--- src/rtl/ufcs_pkg.sv ---
`timescale 1ns / 1ps
// ----------------------------------------------------------------------------
// ufcs_pkg
// Shared constants, codes, types and clamp helpers of the union-find
// cluster spacing engine.
// ----------------------------------------------------------------------------
package ufcs_pkg;

  localparam int MAX_NODES    = 1024;
  localparam int NODE_W       = $clog2(MAX_NODES);
  localparam int MAX_CLUSTERS = 16;
  localparam int RING_W       = $clog2(MAX_CLUSTERS);
  localparam int SEEN_W       = $clog2(MAX_CLUSTERS + 1);

  // fixed field widths
  localparam int NC_W      = 11;
  localparam int KC_W      = 5;
  localparam int NODE_ID_W = 16;
  localparam int WEIGHT_W  = 32;
  localparam int CFG_IDX_W = 1;

  localparam logic [NODE_W-1:0] NODE_LAST = NODE_W'(MAX_NODES - 1);

  typedef enum logic [1:0] {
    ST_MERGED  = 2'd0,
    ST_SAME    = 2'd1,
    ST_RANGE   = 2'd2,
    ST_CLEARED = 2'd3
  } status_t;

  localparam logic OP_CLEAR = 1'b0;
  localparam logic OP_EDGE  = 1'b1;

  localparam logic [CFG_IDX_W-1:0] CFG_NODE_COUNT    = 1'd0;
  localparam logic [CFG_IDX_W-1:0] CFG_CLUSTER_COUNT = 1'd1;

  typedef struct packed {
    logic              start_clear;
    logic              start_edge;
    logic [NODE_W-1:0] to_node;
    logic [NODE_W-1:0] from_node;
  } walk_cmd_t;

  typedef struct packed {
    logic busy;
    logic done;
    logic same;
  } walk_sts_t;

  typedef struct packed {
    logic                       clear;
    logic                       push;
    logic signed [WEIGHT_W-1:0] weight;
  } ring_cmd_t;

  function automatic logic [NC_W-1:0] clamp_nodes(input logic [NC_W-1:0] n);
    logic [NC_W-1:0] r;
    r = n;
    if (n == '0) r = NC_W'(1);
    else if (n > NC_W'(MAX_NODES)) r = NC_W'(MAX_NODES);
    return r;
  endfunction

  function automatic logic [KC_W-1:0] clamp_k(input logic [KC_W-1:0] k);
    logic [KC_W-1:0] r;
    r = k;
    if (k < KC_W'(2)) r = KC_W'(2);
    else if (k > KC_W'(MAX_CLUSTERS)) r = KC_W'(MAX_CLUSTERS);
    return r;
  endfunction

endpackage

--- src/rtl/ufcs_ring.sv ---
`timescale 1ns / 1ps
// ----------------------------------------------------------------------------
// ufcs_ring
// Ring of recent merge weights and the spacing lookup k-1 merges back.
// ----------------------------------------------------------------------------
module ufcs_ring (
  input  logic                                    clk,
  input  logic                                    rst,
  input  ufcs_pkg::ring_cmd_t                     cmd,
  input  logic [ufcs_pkg::KC_W-1:0]               k_eff,
  output logic signed [ufcs_pkg::WEIGHT_W-1:0]    spacing,
  output logic                                    spacing_valid
);
  import ufcs_pkg::*;

  logic signed [WEIGHT_W-1:0] ring [MAX_CLUSTERS];
  logic [RING_W-1:0]          wp;
  logic [SEEN_W-1:0]          seen;
  logic [KC_W-1:0]            back;
  logic [RING_W-1:0]          rd_idx;

  always_ff @(posedge clk) begin
    if (rst || cmd.clear) begin
      wp   <= '0;
      seen <= '0;
    end else if (cmd.push) begin
      wp <= wp + 1'b1;
      if (seen < SEEN_W'(MAX_CLUSTERS)) seen <= seen + 1'b1;
    end
  end

  always_ff @(posedge clk) begin
    if (cmd.push) begin
      ring[wp] <= cmd.weight;
    end
  end

  assign back          = k_eff - 1'b1;
  assign rd_idx        = wp - back[RING_W-1:0];
  assign spacing_valid = (seen >= SEEN_W'(back));
  assign spacing       = spacing_valid ? ring[rd_idx] : '0;

endmodule

--- config.mk ---
export PLATFORM = sky130hd
export DESIGN_NAME = ufcs_ring
export DESIGN_NICKNAME = d
export VERILOG_FILES = /design/src/rtl/ufcs_pkg.sv /design/src/rtl/ufcs_ring.sv
export SDC_FILE = /design/constraint.sdc
export NUM_CORES = 1
export LEC_CHECK = 0
export ABC_AREA = 1
export ABC_CLOCK_PERIOD_IN_PS = 5200
export BUFFER_PORTS_ARGS = -buffer_cell sky130_fd_sc_hd__buf_2
export CORE_MARGIN = 1
export CORE_UTILIZATION = 45
export CTS_CLUSTER_SIZE = 24
export DETAILED_ROUTE_END_ITERATION = 10
export GPL_ROUTABILITY_DRIVEN = 0
export PLACE_DENSITY = 0.61
export SETUP_SLACK_MARGIN = 0.2
export SYNTH_ARGS = -nofsm -noshare
export SYNTH_HDL_FRONTEND = slang
export SYNTH_SLANG_ARGS = --single-unit
--- constraint.sdc ---
create_clock -name clk -period 5.2 [get_ports clk]
set_input_delay 0 -clock clk [delete_from_list [all_inputs] [get_ports clk]]
set_output_delay 0 -clock clk [all_outputs]
set_load 0.03 [all_outputs]
==> flow_summary.ini, run 1 <==
[clock_network]
cts_tree = built
cts_max_path_buffers = 3
clkSlewWorstSetupHoldPaths_ns = 0.06
cts_root_buf = clkbuf_16
clock_tree.htree_level_count = 2
clock_sink_count = 521
clk-insertion-delay-late_ns = 0.59
cts_setup_buffers = 0
cts-buffers-inserted = 53

[grt]
antenna_found_initial = 0
grt_pass1_vias = 14000
first_pass_grt_wire_length_mm = 82.1
grt_overflow = 0
grt_util_all_layers_pct = 21.9
grt_start_max_net_pins = 209

[synth]
compound_cell_area_share_of_the_yosys_netlist_pct = 0.370
synth-warning-count = 0
area_fraction_of_the_dominant_cell_type_after_synthesis_pct = 71.1
post_synthesis_net_count = 1962
yosys.area_share.simple_pct = 23.3
ys_top_cells_by_count = nand2_1 (760), edfxtp_1 (512), nand3_1 (362)
syn_area_mm2 = 0.0216
synth_most_common_cell = nand2_1
count_of_flip_flops_with_a_built_in_enable_after_synthesis = 512
ys_seq_elements = 521
synth.distinct_cells = 27
synthArstFlopShare_pct = 0
synth_mux_area_share_pct = 0
synth_top_family_by_area = simple AND/OR/NAND/NOR gates
yosys.area_share.adder_pct = 0.902
netlist_top_cells_area = edfxtp_1 (71%), nand2_1 (13%), nand3_1 (8.4%)
synth_top_cell_by_area = edfxtp_1
synth-seq-area-share_pct = 71.9
synthCells = 1906
synth_ff_type = edfxtp_1
synth-xor-area-share_pct = 0.162
postSynthAreaPerCell_um2 = 11.4

[critical_path]
cp_num_buf_inv = 4
cell_at_the_slowest_stage_of_the_critical_path = inv_4
path_delay_family = buffers and inverters
crit_path_max_incr_delay_ns = 0.79
end_kind = output port
crit_top_cell = nand2_1
critical_path.cell_chain = inv_1 > ha_4 > fa_4 > inv_4 > buf_4 > nand3_1 > nand2_1 > nand2_1 > nand2_1 > nand3_1 > nand2_1 > nor2_1 > buf_2
start_kind = flop
timing.setup.critical_path_class = reg -> out
worst_ep_arrival_time_ns = 4.06
timing.critical_path.required_ns = 5.20
critical_path_peak_fanout = 83

[drt]
detail_route.wirelength_mm = 53.3
drt-pass1-iter-count = 5
dr_total_vias = 14200
drt_iter0_markers = 1265
postRouteAntennaNets = 0
detail_route.vias_per_cell = 5.39
route.detailed.drc = 0
drt-wirelength-per-cell_um = 20.2

[final_layout]
antenna_cells = 0
area.growth.synth_to_final_pct = 13.5
final_nets = 2046
final.fill_count = 3991
postLayoutCoreUtil_pct = 52.3
drive_gt1_share_pct = 9.73

[sta]
fmaxAchievable_mhz = 246
min_period_ns = 4.06
final.setup_skew_ns = 0.0143
period_share_pct = 78.0
max_slew_violation_count = 0
tightestPinTransition_ns = 1.25
grt_setup_unrepaired = no
setup_total_negative_slack_ns = 0
finalHoldViolations = 0
timing.max_slew.rel_slack_pct = 16.6
final-setup-viol-count = 0

[pwr]
p_per_area_mw_per_mm2 = 388
power.total_mw = 9.54
ir_drop_mv = 0.269
p_leak_nw = 9.21

[floorplan]
die-width_um = 221
rows = 79
fp.dieArea_mm2 = 0.0490
start_util_pct = 46.1
die_height_um = 221
placeableCoreArea_mm2 = 0.0470
pin_count = 74

[run]
cap_viol_max_count = 0

[place]
post_detail_place_hpwl_mm = 25.8
io_buffers = 73

[hold_path]
min_path_type = in -> reg

[status]
outcome = finished clean
## placed cells by master (no fill, tap or decap), types with 13 or more instances in the layout
cell           Yosys  layout
dlygate4sd3_1      0      37
nor2_4             0      16
edfxtp_1         512     512
ha_1              14      13
clkbuf_16          0      54
nor2_1            87      71
nand3_1          362     362
buf_4             32      26
inv_1             22      21
nand2_1          760     760
buf_2             58      73
clkinv_1           0      21
## worst paths after layout
path                               from          end  slack, ns  depth (start not counted)
worst max-delay path              wp[0]   spacing[6]       1.14                         13
worst min-delay path            cmd[32]        wp[2]       0.33                          4
worst max register to register    wp[0]  ring[14][9]       2.85                          5
worst min register to register  seen[0]      seen[0]       0.53                          2
## where the power goes
group	total (mW)	switching (mW)	internal, mW	leakage (nW)
clock	3.60	1.56	2.04	0.802
sequential	4.65	0.00719	4.64	4.70
combinational	1.29	0.908	0.378	3.71
total	9.54	2.48	7.06	9.21
## cell type report
type | instances | area [um^2] | share of cell area [%]
Multi-Input combinational cell | 1251 | 5530 | 22.5
Timing Repair Buffer | 139 | 991 | 4.03
Sequential cell | 521 | 15600 | 63.3
Tap cell | 607 | 759 | 3.09
Clock inverter | 36 | 248 | 1.01
Inverter | 24 | 97.6 | 0.397
Clock buffer | 63 | 1390 | 5.64
## state kept, by name, indices dropped and copies added, names as in the netlist
register and count:
ring 512, seen 5, wp 4
## logic make-up (layout without fill, tap and decap cells)
| group | after synthesis | count (layout) |
|---|---|---|
| xor gates and xnor gates | 4 | 4 |
| DFF | 521 | 521 |
| AOI/OAI and AO/OA | 14 | 14 |
| buffers and inverters | 134 | 262 |
| and+or+nand+nor | 1218 | 1218 |
| adders and majority gates | 15 | 15 |
## per-layer routing
metal	vias to the layer above	global-route usage [%]	share of wire [%]
met4	0	7.58	2.9
met1	6956	28.7	43
met3	98	3.37	6.3
li1	6741	-	-
met5	-	0	0
met2	442	37.2	48
## per-stage QoR
step | hold WS [ns] | std cells | instance area [um^2] | setup WS [ns]
floorplan | 0.0989 | 1906 | 21600 | 2.69
global placement | 0.315 | 2505 | 22600 | 1.73
detailed placement | 0.329 | 2505 | 22600 | 1.72
CTS | 0.291 | 2641 | 24600 | 1.11
global route | 0.344 | 2641 | 24600 | 0.971
finish | 0.326 | 2641 | 24600 | 1.14
## tightest hold or removal path: stages
cell and delay (ns):
dlygate4sd3_1 0.53, buf_2 0.17, nand3_1 0.09, a21oi_1 0.06
## repair_timing
action                    in CTS  in global routing
hold buffers                  37                  0
gates resized for setup        0                  0
hold endpoints to repair     521                  0
No activity file was read; power rests on OpenSTA's default activity.
==> run 2: changes to the inputs <==
- ABC_AREA: 1 -> 0
- ABC_CLOCK_PERIOD_IN_PS: 5200 -> 3340
- PLACE_DENSITY: 0.61 -> 0.63
- clock period: 5.2 -> 3.34 ns (I/O delays scaled with it)
==> run 2 against run 1 <==
  * Via count fell by 20%
  * Combinational power up 120%
  * Sequential power grew 55%
  * Sequential cell count did not move
  * Critical path depth unchanged
  * Cell count fell by 24%
  * Non-clock buffer count increased by 93
  * First-iteration DRC count decreased by 27%
  * Critical path type unchanged
  * Largest cell class unchanged
  * Register-to-register slack got worse by 1.7 ns
==> flow_summary.ini, run 2 <==
[status]
outcome = finished clean

[clock_network]
clock_tree.htree_level_count = 2
cts_tree = built
clkSlewWorstSetupHoldPaths_ns = 0.06
clk-insertion-delay-late_ns = 0.60
cts_root_buf = clkbuf_16
cts_max_path_buffers = 3
cts-buffers-inserted = 52
clock_sink_count = 521

[place]
io_buffers = 73
post_detail_place_hpwl_mm = 25.4
postPlaceCellArea_mm2 = 0.0224
dp_cells = 1818

[hold_path]
hold-path-cell-count = 4
worst_hold_path.endpoint = wp[1]
min_path_type = in -> reg
hold_path.startpoint = cmd[33]

[pwr]
ir_drop_mv = 0.466
p_per_area_mw_per_mm2 = 593
power.total_mw = 15.5
p_leak_nw = 9.38

[drt]
postRouteAntennaNets = 0
drt_iter0_markers = 919
detail_route.wirelength_mm = 51.2
drt-pass1-iter-count = 5
drt-wirelength-per-cell_um = 25.4
dr_total_vias = 11400
detail_route.vias_per_cell = 5.67
route.detailed.drc = 0

[sta]
max_slew_violation_count = 0
finalHoldViolations = 0
period_share_pct = 99.2
tightestPinTransition_ns = 0.860
fmaxAchievable_mhz = 302
final-setup-viol-count = 0
min_period_ns = 3.31
timing.max_slew.rel_slack_pct = 42.7
final.setup_skew_ns = 0.0149
setup_total_negative_slack_ns = 0
grt_setup_unrepaired = yes
fin_hold_ws_ns = 0.230

[final_layout]
layout.cells.most_common = edfxtp_1
drive_gt1_share_pct = 27.3
final_cells = 2018
finish.instance_area_mm2 = 0.0262
flip_flop_count_of_the_largest_register_all_copies_and_words_added = 512
layout.cells.most_common_list = edfxtp_1 (512), mux2i_1 (253), a22oi_1 (116)
biggestRegsByFlops = ring: 512 flops, seen: 5 flops, wp: 4 flops
final_nets = 1434
area.growth.synth_to_final_pct = 24.9
largest-register = ring

[synth]
postSynthAreaPerCell_um2 = 18.1
synth.distinct_cells = 37
ys_seq_elements = 521
synth_top_cell_by_area = edfxtp_1
synthCells = 1157
count_of_flip_flops_with_a_built_in_enable_after_synthesis = 512
syn_area_mm2 = 0.0210
synth-warning-count = 0
ys_top_cells_by_count = edfxtp_1 (512), mux2i_1 (258), a22oi_1 (128)
synth_ff_type = edfxtp_1
netlist_top_cells_area = edfxtp_1 (73%), mux2i_1 (12%), a22oi_1 (4.6%)
area_fraction_of_the_dominant_cell_type_after_synthesis_pct = 73.3
post_synthesis_net_count = 1213
synth-seq-area-share_pct = 74.2
synthArstFlopShare_pct = 0
synth_most_common_cell = edfxtp_1

[critical_path]
cell_at_the_slowest_stage_of_the_critical_path = fa_4
worstRegToRegCells = 3
start_kind = flop
crit-reg2reg-launch = wp[2]
crit_top_cell = buf_12
critical_path.cell_chain = inv_4 > ha_4 > fa_4 > buf_12 > buf_12 > buf_8 > buf_16 > buf_12 > mux2i_2 > a22oi_1 > nand3_1 > a21oi_2 > buf_6
setup.reg_to_reg.worst_slack_ns = 1.18
crit_path_max_incr_delay_ns = 0.66
r2r-end = ring[7][6]
cp_num_buf_inv = 7
critical_path_peak_fanout = 7
worst_ep_arrival_time_ns = 3.31
timing.setup.critical_path_class = reg -> out
end_kind = output port
timing.critical_path.required_ns = 3.34
path_delay_family = buffers and inverters

[floorplan]
pin_count = 74
die-width_um = 218
start_util_pct = 45.9
die_height_um = 218
placeableCoreArea_mm2 = 0.0457
rows = 78
fp.dieArea_mm2 = 0.0475

[grt]
grt_overflow = 0
grt_start_max_net_pins = 53
antenna_found_initial = 2
grt_pass1_vias = 11500
grt_util_all_layers_pct = 21.9
first_pass_grt_wire_length_mm = 75.0

[run]
cap_viol_max_count = 0
[run 2: cell types whose count changed after synthesis, sizes merged, moves of 25 or more]
cell	before	now
nand2	761	4
nand3	364	64
mux2i	0	258
a22oi	0	128
nor2	88	12
buf	97	51
a21oi	9	34
[run 2: worst min-delay path, stage by stage]
cell and delay (ns):
buf_2 0.07, or2_2 0.13, nor2_1 0.05, dlygate4sd3_1 0.54
[run 2: per-layer routing]
layer | global-route usage (%) | up-vias | part of all wire, %
met5 | 0 | - | 0.023
met4 | 7.11 | 2 | 2.7
met3 | 4.35 | 93 | 6.6
met2 | 35.3 | 378 | 48
met1 | 29.7 | 5856 | 43
li1 | - | 5110 | -
[run 2: cell type report]
cell class / instances / area, um^2
multi-input combinational: 563 / 5230
timing repair buffer: 232 / 3020
antenna: 1 / 2.50
fill: 3440 / 19500
clock buffer: 71 / 1390
clock inverter: 22 / 186
sequential: 521 / 15600
inverter: 8 / 32.5
tap: 600 / 751
[run 2: worst max path at each step]
stage | start | to | slack, ns | depth (start not counted)
final | wp[0] | spacing[4] | 0.03 | 13
after global routing | wp[0] | spacing[27] | -0.08 | 13
after CTS | wp[0] | spacing[27] | 0.04 | 13
after detailed placement | wp[0] | spacing[17] | 0.25 | 10
after global placement | wp[0] | spacing[16] | 0.27 | 10
after floorplan | wp[0] | spacing[21] | 0.71 | 10
[run 2: repair_timing]
action / 4_1_cts / 5_1_grt
resized for setup: 151 / 28
hold endpoints to repair: 521 / 0
setup endpoints to repair: 32 / 32
pin swaps: 93 / 60
hold buffers: 36 / 0
gates cloned: 24 / 3
setup buffers: 29 / 14
[run 2: cell families (layout without fill, tap and decap cells)]
| kind of cell | Yosys count | in the layout | share of synthesized area, % |
|---|---|---|---|
| adders and majority gates | 15 | 15 | 0.931 |
| AOI/OAI and AO/OA | 167 | 167 | 6.06 |
| buffers and inverters | 74 | 333 | 2.09 |
| xor gates and xnor gates | 14 | 14 | 0.836 |
| and+or+nand+nor | 108 | 109 | 3.57 |
| DFF | 521 | 521 | 74.2 |
| muxes | 258 | 258 | 12.3 |
| other | 0 | 1 | 0 |
[run 2: power breakdown]
group,leakage [nW],internal [mW],switching (mW),total [mW]
Clock,0.771,3.08,2.40,5.48
Sequential,4.70,7.22,0.0107,7.23
Combinational,3.91,1.40,1.42,2.82
Total,9.38,11.7,3.83,15.5
[run 2: through the flow]
step                setup slack, ns  util [%]
floorplan                     0.705         -
global placement              0.272      49.0
detailed placement            0.246      49.0
CTS                          0.0423      56.7
global route                -0.0790      57.3
finish                       0.0276      57.3
==> run 3: changes to the inputs <==
- CORE_ASPECT_RATIO: default -> 1.1
==> run 3 against run 2 <==
  * Combinational power is 8.5% lower
  * Core utilization down 1.3 points
  * Fmax is 1.2% higher
  * Power shrank 4.0%
  * Clock skew rose by 0.00093 ns
  * Sequential cell count did not move
  * Wire length is 1.7% lower
  * Final area shrank 2.2%
  * Critical path type unchanged
==> flow_summary.ini, run 3 (synthesis gave the netlist of run 2 again) <==
[sta]
final-setup-viol-count = 0
finalHoldViolations = 0
timing.max_slew.rel_slack_pct = 32.9
min_period_ns = 3.27
tightestPinTransition_ns = 1.00
period_share_pct = 98.0
postLayoutSetupSlackWorst_ns = 0.0672
max_slew_violation_count = 0
grt_setup_unrepaired = yes
final.setup_skew_ns = 0.0158
fmaxAchievable_mhz = 306

[floorplan]
rows = 82
placeableCoreArea_mm2 = 0.0458
pin_count = 74
fp.dieArea_mm2 = 0.0475
die_height_um = 228
start_util_pct = 45.8
die-width_um = 208

[clock_network]
cts_root_buf = clkbuf_16
cts-buffers-inserted = 50
clock_sink_count = 521
clk-insertion-delay-late_ns = 0.56
clock_tree.htree_level_count = 2
cts_tree = built
cts_max_path_buffers = 3
clkSlewWorstSetupHoldPaths_ns = 0.06

[grt]
first_pass_grt_wire_length_mm = 72.5
antenna_found_initial = 0
grt_util_all_layers_pct = 20.7
grt_util_met3_pct = 2.73
gr-usage-met1_pct = 27.4
grt_overflow = 0
global_route.peak_usage_layer = met2
global_route.usage.met2_pct = 35.7
grt_pass1_vias = 11200
grt_start_max_net_pins = 41

[hold_path]
hold_path.startpoint = cmd[33]
min_path_type = in -> reg
hold-path-cell-count = 4
worst_hold_path.endpoint = wp[0]

[pwr]
ir_drop_mv = 0.341
p_leak_nw = 9.15
p_per_area_mw_per_mm2 = 582

[drt]
drt-pass1-iter-count = 5
route.detailed.drc = 0
dr_total_vias = 11300
detail_route.vias_per_cell = 5.69
drt_iter0_markers = 784
postRouteAntennaNets = 0
drt-wirelength-per-cell_um = 25.4
detail_route.wirelength_mm = 50.3

[final_layout]
flip_flop_count_of_the_largest_register_all_copies_and_words_added = 512
final_nets = 1419
drive_gt1_share_pct = 26.1
final_cells = 1977
biggestRegsByFlops = ring: 512 flops, seen: 5 flops, wp: 4 flops
antenna_cells = 0
layout.cells.most_common = edfxtp_1
area.growth.synth_to_final_pct = 22.2
layout.cells.most_common_list = edfxtp_1 (512), mux2i_1 (256), a22oi_1 (116)
largest-register = ring

[critical_path]
crit-reg2reg-launch = wp[2]
r2r-end = ring[2][6]
worstRegToRegCells = 3
start_kind = flop
timing.setup.critical_path_class = reg -> out
critical_path_peak_fanout = 12
critical_path.cell_chain = inv_2 > ha_4 > fa_4 > buf_12 > buf_12 > buf_16 > buf_12 > mux2i_1 > a22oi_1 > nand3_1 > a21oi_2 > buf_6
path_delay_family = adder cells
setup.reg_to_reg.worst_slack_ns = 1.19
end_kind = output port
crit_path_max_incr_delay_ns = 0.82
cell_at_the_slowest_stage_of_the_critical_path = fa_4
cp_num_buf_inv = 6
timing.critical_path.required_ns = 3.34
crit_top_cell = buf_12
worst_ep_arrival_time_ns = 3.27

[place]
io_buffers = 73
post_detail_place_hpwl_mm = 25.6
dp_cells = 1806
dpl_ws_ns = 0.243

[run]
cap_viol_max_count = 0

[status]
outcome = finished clean
-- run 3: report_power, final --
| group | switching (mW) | internal [mW] |
|---|---|---|
| sequential | 0.0103 | 7.22 |
| combinational | 1.35 | 1.24 |
| clock | 2.26 | 2.83 |
-- run 3: worst max path at each step --
stage                from           to  slack (ns)  cells past startpoint
global route        wp[0]  spacing[14]       -0.03                     13
CTS                 wp[0]  spacing[14]         0.1                     12
finish              wp[0]   spacing[3]        0.07                     12
floorplan           wp[0]  spacing[21]        0.71                     10
detailed placement  wp[0]  spacing[30]        0.24                     10
global placement    wp[0]  spacing[30]        0.26                     10
-- run 3: layout make-up --
cell class,instances,area [um^2]
fillers,3522,20100
flip-flops and latches,521,15600
multi-input cells,564,5240
repair buffers,218,2620
clock buffers,61,1310
well taps,588,736
clock inverters,17,108
inverters,8,30.0
-- run 3: stage by stage --
stage,hold WS (ns),TNS [ns],power (mW),cell area [um^2],utilization (%)
after floorplan,0.0989,0,8.68,21000,-
after global placement,0.370,0,9.25,22400,49.0
after detailed placement,0.382,0,9.27,22400,49.0
after CTS,0.288,0,14.8,25100,54.9
after global routing,0.308,-0.155,15.3,25600,56.0
final,0.265,0,14.9,25600,56.0
-- run 3: layer usage --
layer	wire length, um	part of all wire (%)	up-vias
li1	-	-	5044
met1	21400	43	5813
met2	25400	51	322
met3	2450	4.9	72
met4	1040	2.1	0
met5	0	0	-
-- run 3: worst reg2reg max path, stage by stage (launching register included) --
cell     delay [ns]
dfxtp_1        0.37
nor3b_1        0.37
and2_2         0.72
buf_4          0.37
-- run 3: repair_timing --
action / 4_1_cts / 5_1_grt
pin swaps: 36 / 54
endpoints found under the setup margin: 32 / 32
hold buffers: 36 / 0
gates cloned: 14 / 8
buffers inserted: 24 / 11
hold endpoints to repair: 521 / 0
resized for setup: 89 / 41
